### src/design/lfr_pkg.sv
// Shared types, constants and controller encodings for the largest free rectangle block.
package lfr_pkg;

  localparam int CW = 16;
  localparam int AW = 32;
  localparam int DEF_MAX_OCC = 16;
  localparam int DEF_COORD_BITS = 16;

  localparam logic KIND_WINDOW = 1'b0;
  localparam logic KIND_OCC = 1'b1;

  typedef struct packed {
    logic                 kind;
    logic signed [CW-1:0] x_min;
    logic signed [CW-1:0] y_min;
    logic signed [CW-1:0] x_max;
    logic signed [CW-1:0] y_max;
    logic                 last;
  } in_word_t;

  typedef struct packed {
    logic signed [CW-1:0] free_x_min;
    logic signed [CW-1:0] free_y_min;
    logic signed [CW-1:0] free_x_max;
    logic signed [CW-1:0] free_y_max;
    logic [AW-1:0]        free_area;
    logic                 dropped;
  } out_word_t;

  typedef struct packed {
    logic signed [CW-1:0] x0;
    logic signed [CW-1:0] y0;
    logic signed [CW-1:0] x1;
    logic signed [CW-1:0] y1;
  } box_t;

  typedef struct packed {
    logic signed [CW-1:0] left;
    logic [CW-1:0]        height;
  } bar_t;

  typedef enum logic [3:0] {
    ST_IDLE,
    ST_START,
    ST_GRID,
    ST_CHECK,
    ST_WIN,
    ST_MARK,
    ST_ROW,
    ST_COL,
    ST_POP,
    ST_FINISH
  } state_t;

  typedef struct packed {
    logic take;
    logic init;
    logic grid;
    logic check;
    logic win;
    logic mark;
    logic row;
    logic col;
    logic pop;
    logic finish;
  } cmd_t;

  typedef struct packed {
    logic win_empty;
    logic grid_done;
    logic any_clip;
    logic mark_done;
    logic rows_done;
    logic col_pop;
    logic col_last;
    logic out_free;
  } sts_t;

  typedef struct packed {
    logic init;
    logic ins;
    logic rot;
    logic shf;
  } sort_cmd_t;

endpackage

### src/design/lfr_ctrl.sv
// Controller state machine sequencing load, grid build, marking and sweep.
module lfr_ctrl import lfr_pkg::*; (
  input  logic clk,
  input  logic rst_n,
  input  logic in_valid,
  input  logic in_last,
  output logic in_stall,
  input  sts_t sts,
  output cmd_t cmd
);

  state_t state_r, state_nxt;

  always_ff @(posedge clk) begin
    if (!rst_n) state_r <= ST_IDLE;
    else state_r <= state_nxt;
  end

  always_comb begin
    state_nxt = state_r;
    unique case (state_r)
      ST_IDLE:   if (in_valid && in_last) state_nxt = ST_START;
      ST_START:  state_nxt = sts.win_empty ? ST_FINISH : ST_GRID;
      ST_GRID:   if (sts.grid_done) state_nxt = ST_CHECK;
      ST_CHECK:  state_nxt = sts.any_clip ? ST_MARK : ST_WIN;
      ST_WIN:    state_nxt = ST_FINISH;
      ST_MARK:   if (sts.mark_done) state_nxt = ST_ROW;
      ST_ROW:    state_nxt = sts.rows_done ? ST_FINISH : ST_COL;
      ST_COL: begin
        if (sts.col_pop) state_nxt = ST_POP;
        else if (sts.col_last) state_nxt = ST_ROW;
      end
      ST_POP:    state_nxt = ST_COL;
      ST_FINISH: if (sts.out_free) state_nxt = ST_IDLE;
      default:   state_nxt = ST_IDLE;
    endcase
  end

  always_comb begin
    cmd = '0;
    unique case (state_r)
      ST_IDLE:   cmd.take = in_valid;
      ST_START:  cmd.init = 1'b1;
      ST_GRID:   cmd.grid = !sts.grid_done;
      ST_CHECK:  cmd.check = sts.any_clip;
      ST_WIN:    cmd.win = 1'b1;
      ST_MARK:   cmd.mark = !sts.mark_done;
      ST_ROW:    cmd.row = !sts.rows_done;
      ST_COL:    cmd.col = 1'b1;
      ST_POP:    cmd.pop = 1'b1;
      ST_FINISH: cmd.finish = sts.out_free;
      default:   cmd = '0;
    endcase
  end

  assign in_stall = (state_r != ST_IDLE);

endmodule
### config.mk
export PLATFORM = sky130hd
export DESIGN_NAME = lfr_ctrl
export DESIGN_NICKNAME = d
export VERILOG_FILES = /design/src/design/lfr_pkg.sv /design/src/design/lfr_ctrl.sv
export SDC_FILE = /design/constraint.sdc
export NUM_CORES = 1
export LEC_CHECK = 0
export ABC_AREA = 0
export ABC_CLOCK_PERIOD_IN_PS = 2800
export BUFFER_PORTS_ARGS = -buffer_cell sky130_fd_sc_hd__buf_2
export CORE_AREA = 3 3 40 42
export DETAILED_ROUTE_END_ITERATION = 8
export DIE_AREA = 0 0 43 45
export GPL_ROUTABILITY_DRIVEN = 0
export PLACE_DENSITY_LB_ADDON = 0.2
export SYNTH_ARGS = -nofsm -noshare
export SYNTH_HDL_FRONTEND = slang
export SYNTH_SLANG_ARGS = --single-unit
### constraint.sdc
create_clock -name clk -period 2.8 [get_ports clk]
set_input_delay 0.42 -clock clk [delete_from_list [all_inputs] [get_ports clk]]
set_output_delay 0.42 -clock clk [all_outputs]
set_load 0.02 [all_outputs]
# Word-level counts from Yosys, hierarchy flattened
# Index checks and enable logic that the tools add are counted.
dict set report totals {
  ff_bits 4
  wordCells 42
  inputBits 12
  out_inout_bits 11
}
dict set report op_classes {
  reduce_logical 7
  eq_ne 14
  muxes 20
}
# op count
set op_table {}
lappend op_table {{$pmux W4 S10} 1}
lappend op_table {{$mux W4} 8}
lappend op_table {{$eq A4 B3 Y1 const B} 4}
lappend op_table {{$mux W1} 11}
lappend op_table {{$eq A4 B2 Y1 const B} 2}
lappend op_table {{$eq A4 B4 Y1 const B} 2}
lappend op_table {{$ne A2 B2 Y1 const B} 4}
lappend op_table {{$reduce_and A5 Y1} 1}
lappend op_table {{$eq A4 B1 Y1 const B} 1}
lappend op_table {{$logic_not A4 Y1} 1}
lappend op_table {{$reduce_bool A4 Y1} 1}
lappend op_table {{$logic_not A1 Y1} 3}
lappend op_table {{$ne A3 B3 Y1 const B} 1}
lappend op_table {{$logic_and A1 B1 Y1} 1}

# Depth between registers and ports, before layout
dict set report depth {
  ltp_word 3
  ltp_mapped 6
  depth_no_buf 4
}

# Worst setup path after synthesis
# Ideal clock, no wire load.
dict set report synth_timing {
  path_kind {register to output}
  from {reg state_r[1]}
  to {out cmd[0] (netlist name)}
  n_path_buf 1
  t_arrival_ns 1.392
  setup_slack_ns 0.988
  t_required_ns 2.380
  stages_incl_launch_ff 4
  path_cell_list {dfxtp_1 buf_4 nand2b_1 nor4b_1}
}
# item line
set synth_lines {}
lappend synth_lines {{start: declaration} lfr_ctrl.sv:12} ;# state_t state_r, state_nxt;
lappend synth_lines {{start signal: assignment} lfr_ctrl.sv:16} ;# else state_r <= state_nxt;
lappend synth_lines {{end: declaration} lfr_ctrl.sv:9} ;# output cmd_t cmd

==> results list <==
* Count of buffers from port buffering: 22
- After clock tree synthesis, the clock-pin slew on the worst setup and hold paths is 0.04 ns.
- The wire-length estimate of the detail-placed layout is about 950 um.
- Die Outline Area: around 1900 um^2
- Tightest Hold Check Type: input pin to flop
- Standard cell with the maximum stage delay on the critical path: sky130_fd_sc_hd__dfxtp_1
- In the final timing run, aggregate negative setup slack is 0 ns.
- STA classifies the critical path startpoint as a flop.
- Min-Delay Startpoint: rst_n
* Multi-input gate area: roughly 350 um^2
- Largest cells by area after synthesis: sky130_fd_sc_hd__dfxtp_1, sky130_fd_sc_hd__mux2i_1, sky130_fd_sc_hd__a2111oi_2
- Post-CTS Setup Repair Bufs: 0
* Via count: between 500 and 600
* CTS Root Cell: sky130_fd_sc_hd__clkbuf_4
* Endpoint class of the critical path: output port
- Largest register by flop count: state_r
- For this run, the slowest stage of the critical path takes between 0.6 and 0.7 ns.
* DRC: 0
- Cell leakage power: approximately 0.27 nW
* Post-route standard cell area excluding fillers: between 500 and 600 um^2
- End point of the most critical hold path: state_r[2]
- Per-instance average area after synthesis: between 7 and 8 um^2
* Depth of the worst register-to-register path: 4
- The synthesized netlist contains 30 unique library cells.
- Filler cell count in the final layout: 157
- Counting flops with an async set or reset pin after synthesis yields a share of 0%.
* Pwr Density: slightly above 900 nW/um^2
- Initial antenna violation count: 0
- Routed via count divided by cell count: about 5.3
* Post-cts repair resize count: 0
* Vertical die dimension: approximately 45 um
* Largest regs: state_r x4
* Placeable core region: 1280 um^2
* Number of placed instances, taps included: 94
* Worst setup path category: flop to output port
- Wire length of the first global-routing pass: ~1800 um
* Number of warnings printed during yosys synthesis: 0
- Summed over all layers, the global routing overflow is 0.
- The register with the most flip-flops in the layout has 4 of them.
- Clock latency at the later pin of the worst-skew pair: roughly 0.23 ns
- CTS saw 4 sinks.
- Biggest fanout along the worst timing path: 17
- Synth top cells by count: sky130_fd_sc_hd__nand2_1, sky130_fd_sc_hd__nor2_1, sky130_fd_sc_hd__nor3_1
* Growth of design area from synthesis to finish: 21.9%
- Worst Hold Depth: 2
- After detailed routing, the average wire length per cell comes to around 12 um.
- Worst R2R Start: state_r[1]
* Unrepaired setup endpoints after global routing: false
- Nets@finish: 96
* Number of H-tree levels: 1
- The number of global-route vias before repair was between 400 and 500.
- Setup violations remaining at the end of the flow were counted as 0.
- The final hold violation count came to 0.
- Post-route total power: 0.549 mW
- Antenna Diode Count: 0
- Minimum clock period after layout: ~2 ns
- The share of the Yosys chip area taken by registers is roughly 16%.
- Area of the mapped netlist: approximately 500 um^2
* Floorplan die width: roughly 43 um
- STA puts the critical path data required time at approximately 2.4 ns.
* Storage element area: 80.1 um^2
- In this run the register-to-register setup slack is approximately 1 ns.
* Initial core utilization: 37.8%
- Area post-placement: roughly 570 um^2
- Filler-free cell count of the finished design: slightly below 100
* Pins over their slew limit: 0
* Number of buffers added to fix hold violations after cts: 0
- Post-DRT Antenna Nets: 0
* Routed wire length: around 1200 um
- Router iterations before antenna repair: 4
* Std-Cell Rows: 13
- Highest achievable clock rate: between 400 and 500 MHz
- In the final layout, the share of cells above drive strength 1 is 36.6%.
- For this run, the total global-route usage over all layers was measured as 12.2%.
* Cells along the critical path: nand2b_1 -> nor4b_1 -> buf_2
- Among all flip-flop cells after synthesis, the most frequent one is sky130_fd_sc_hd__dfxtp_1.
* Post-route fraction of the period consumed by the critical path: 71.5%
- Clock tree synthesis inserted a total of 3 buffers.
* Maximum number of pins on one net before global-route repair: 19
* Status: finished clean
- IR analysis of the VDD net gives a maximum drop of 0.369 mV.
- For this design the top-level I/O count stands at 23.
- Transition at the pin with the smallest max-transition slack: ~0.55 ns
* Yosys top cell by area: sky130_fd_sc_hd__dfxtp_1
- Max-slew headroom at the worst pin: approximately 63%
- In this run the critical register-to-register path is captured at state_r[1].
- Arrival time reported for the critical path endpoint: around 1.6 ns
- CTS tree: done
- Clock skew on the completed layout was measured at 0.00105 ns.
- After the first detailed-routing iteration, the DRC count stood at 4.
* Number of buffers between clock root and the deepest sink: 2
- Number of synthesized flops with an enable pin: 0
- After synthesis the netlist holds a flip-flop and latch count of 4.
* Synthesized netlist net count: 74
* Max Cap Viol: 0
- Share of the synthesized area in the top cell type: between 10% and 20%
- Synthesis handed over a netlist of 62 instances.
[cells in the final DEF, fill, tap and decap left out, drive strengths merged, types with 3 or more instances in the layout]
cell type	instances
clkbuf	3
dfxtp	4
nand2b	3
mux2i	3
nor2	6
nor3	5
nand2	6
buf	22
[worst max path at each step]
stage	start	to	slack, ns
after floorplan	state_r[1]	cmd[0]	0.99
after global placement	state_r[0]	cmd[0]	1.09
after detailed placement	state_r[1]	state_r[0]	1.02
after CTS	state_r[0]	cmd[0]	0.81
after global routing	state_r[0]	cmd[0]	0.67
final	state_r[0]	cmd[0]	0.80
[final cells by class]
cell class | instances | area share (%)
Multi-Input combinational cell | 51 | 59.6
Clock buffer | 3 | 3.81
Sequential cell | 4 | 13.5
Tap cell | 15 | 3.17
Timing Repair Buffer | 22 | 18.6
Inverter | 2 | 1.27
[critical path: cells and delay by family (launching register included)]
kind	cells	cell delay, ns
flip-flops	1	0.64
buffers and inverters	1	0.21
AND/OR/NAND/NOR	2	0.50
[per-layer routing]
| layer | wire length [um] | vias to the layer above | GRT usage [%] |
|---|---|---|---|
| met3 | 95 | 0 | 1.99 |
| met4 | 0 | 0 | 5.42 |
| li1 | - | 271 | - |
| met1 | 572 | 224 | 17.2 |
| met2 | 541 | 16 | 18.3 |
| met5 | 0 | - | 0 |
[cells by family after synthesis]
logic type | after synthesis | share of synthesized area [%]
multiplexers | 3 | 6.19
AND/OR/NAND/NOR | 33 | 41.5
buffers and inverters | 7 | 10.8
AO/OA/AOI/OAI | 15 | 25.0
flip-flops | 4 | 16.5
[per-stage QoR]
step,setup WS (ns),hold slack [ns],utilization [%]
4_1_cts,0.814,0.468,46.1
2_1_floorplan,0.988,0.538,-
3_3_place_gp,1.09,0.660,44.3
3_5_place_dp,1.02,0.676,44.3
5_1_grt,0.672,0.470,46.1
6_report,0.798,0.473,46.1
[where the power goes]
group	internal [mW]	switching [mW]
combinational	0.149	0.174
clock	0.0478	0.0210
sequential	0.0779	0.0786
total	0.275	0.274
(Power assumes the default switching activity.)
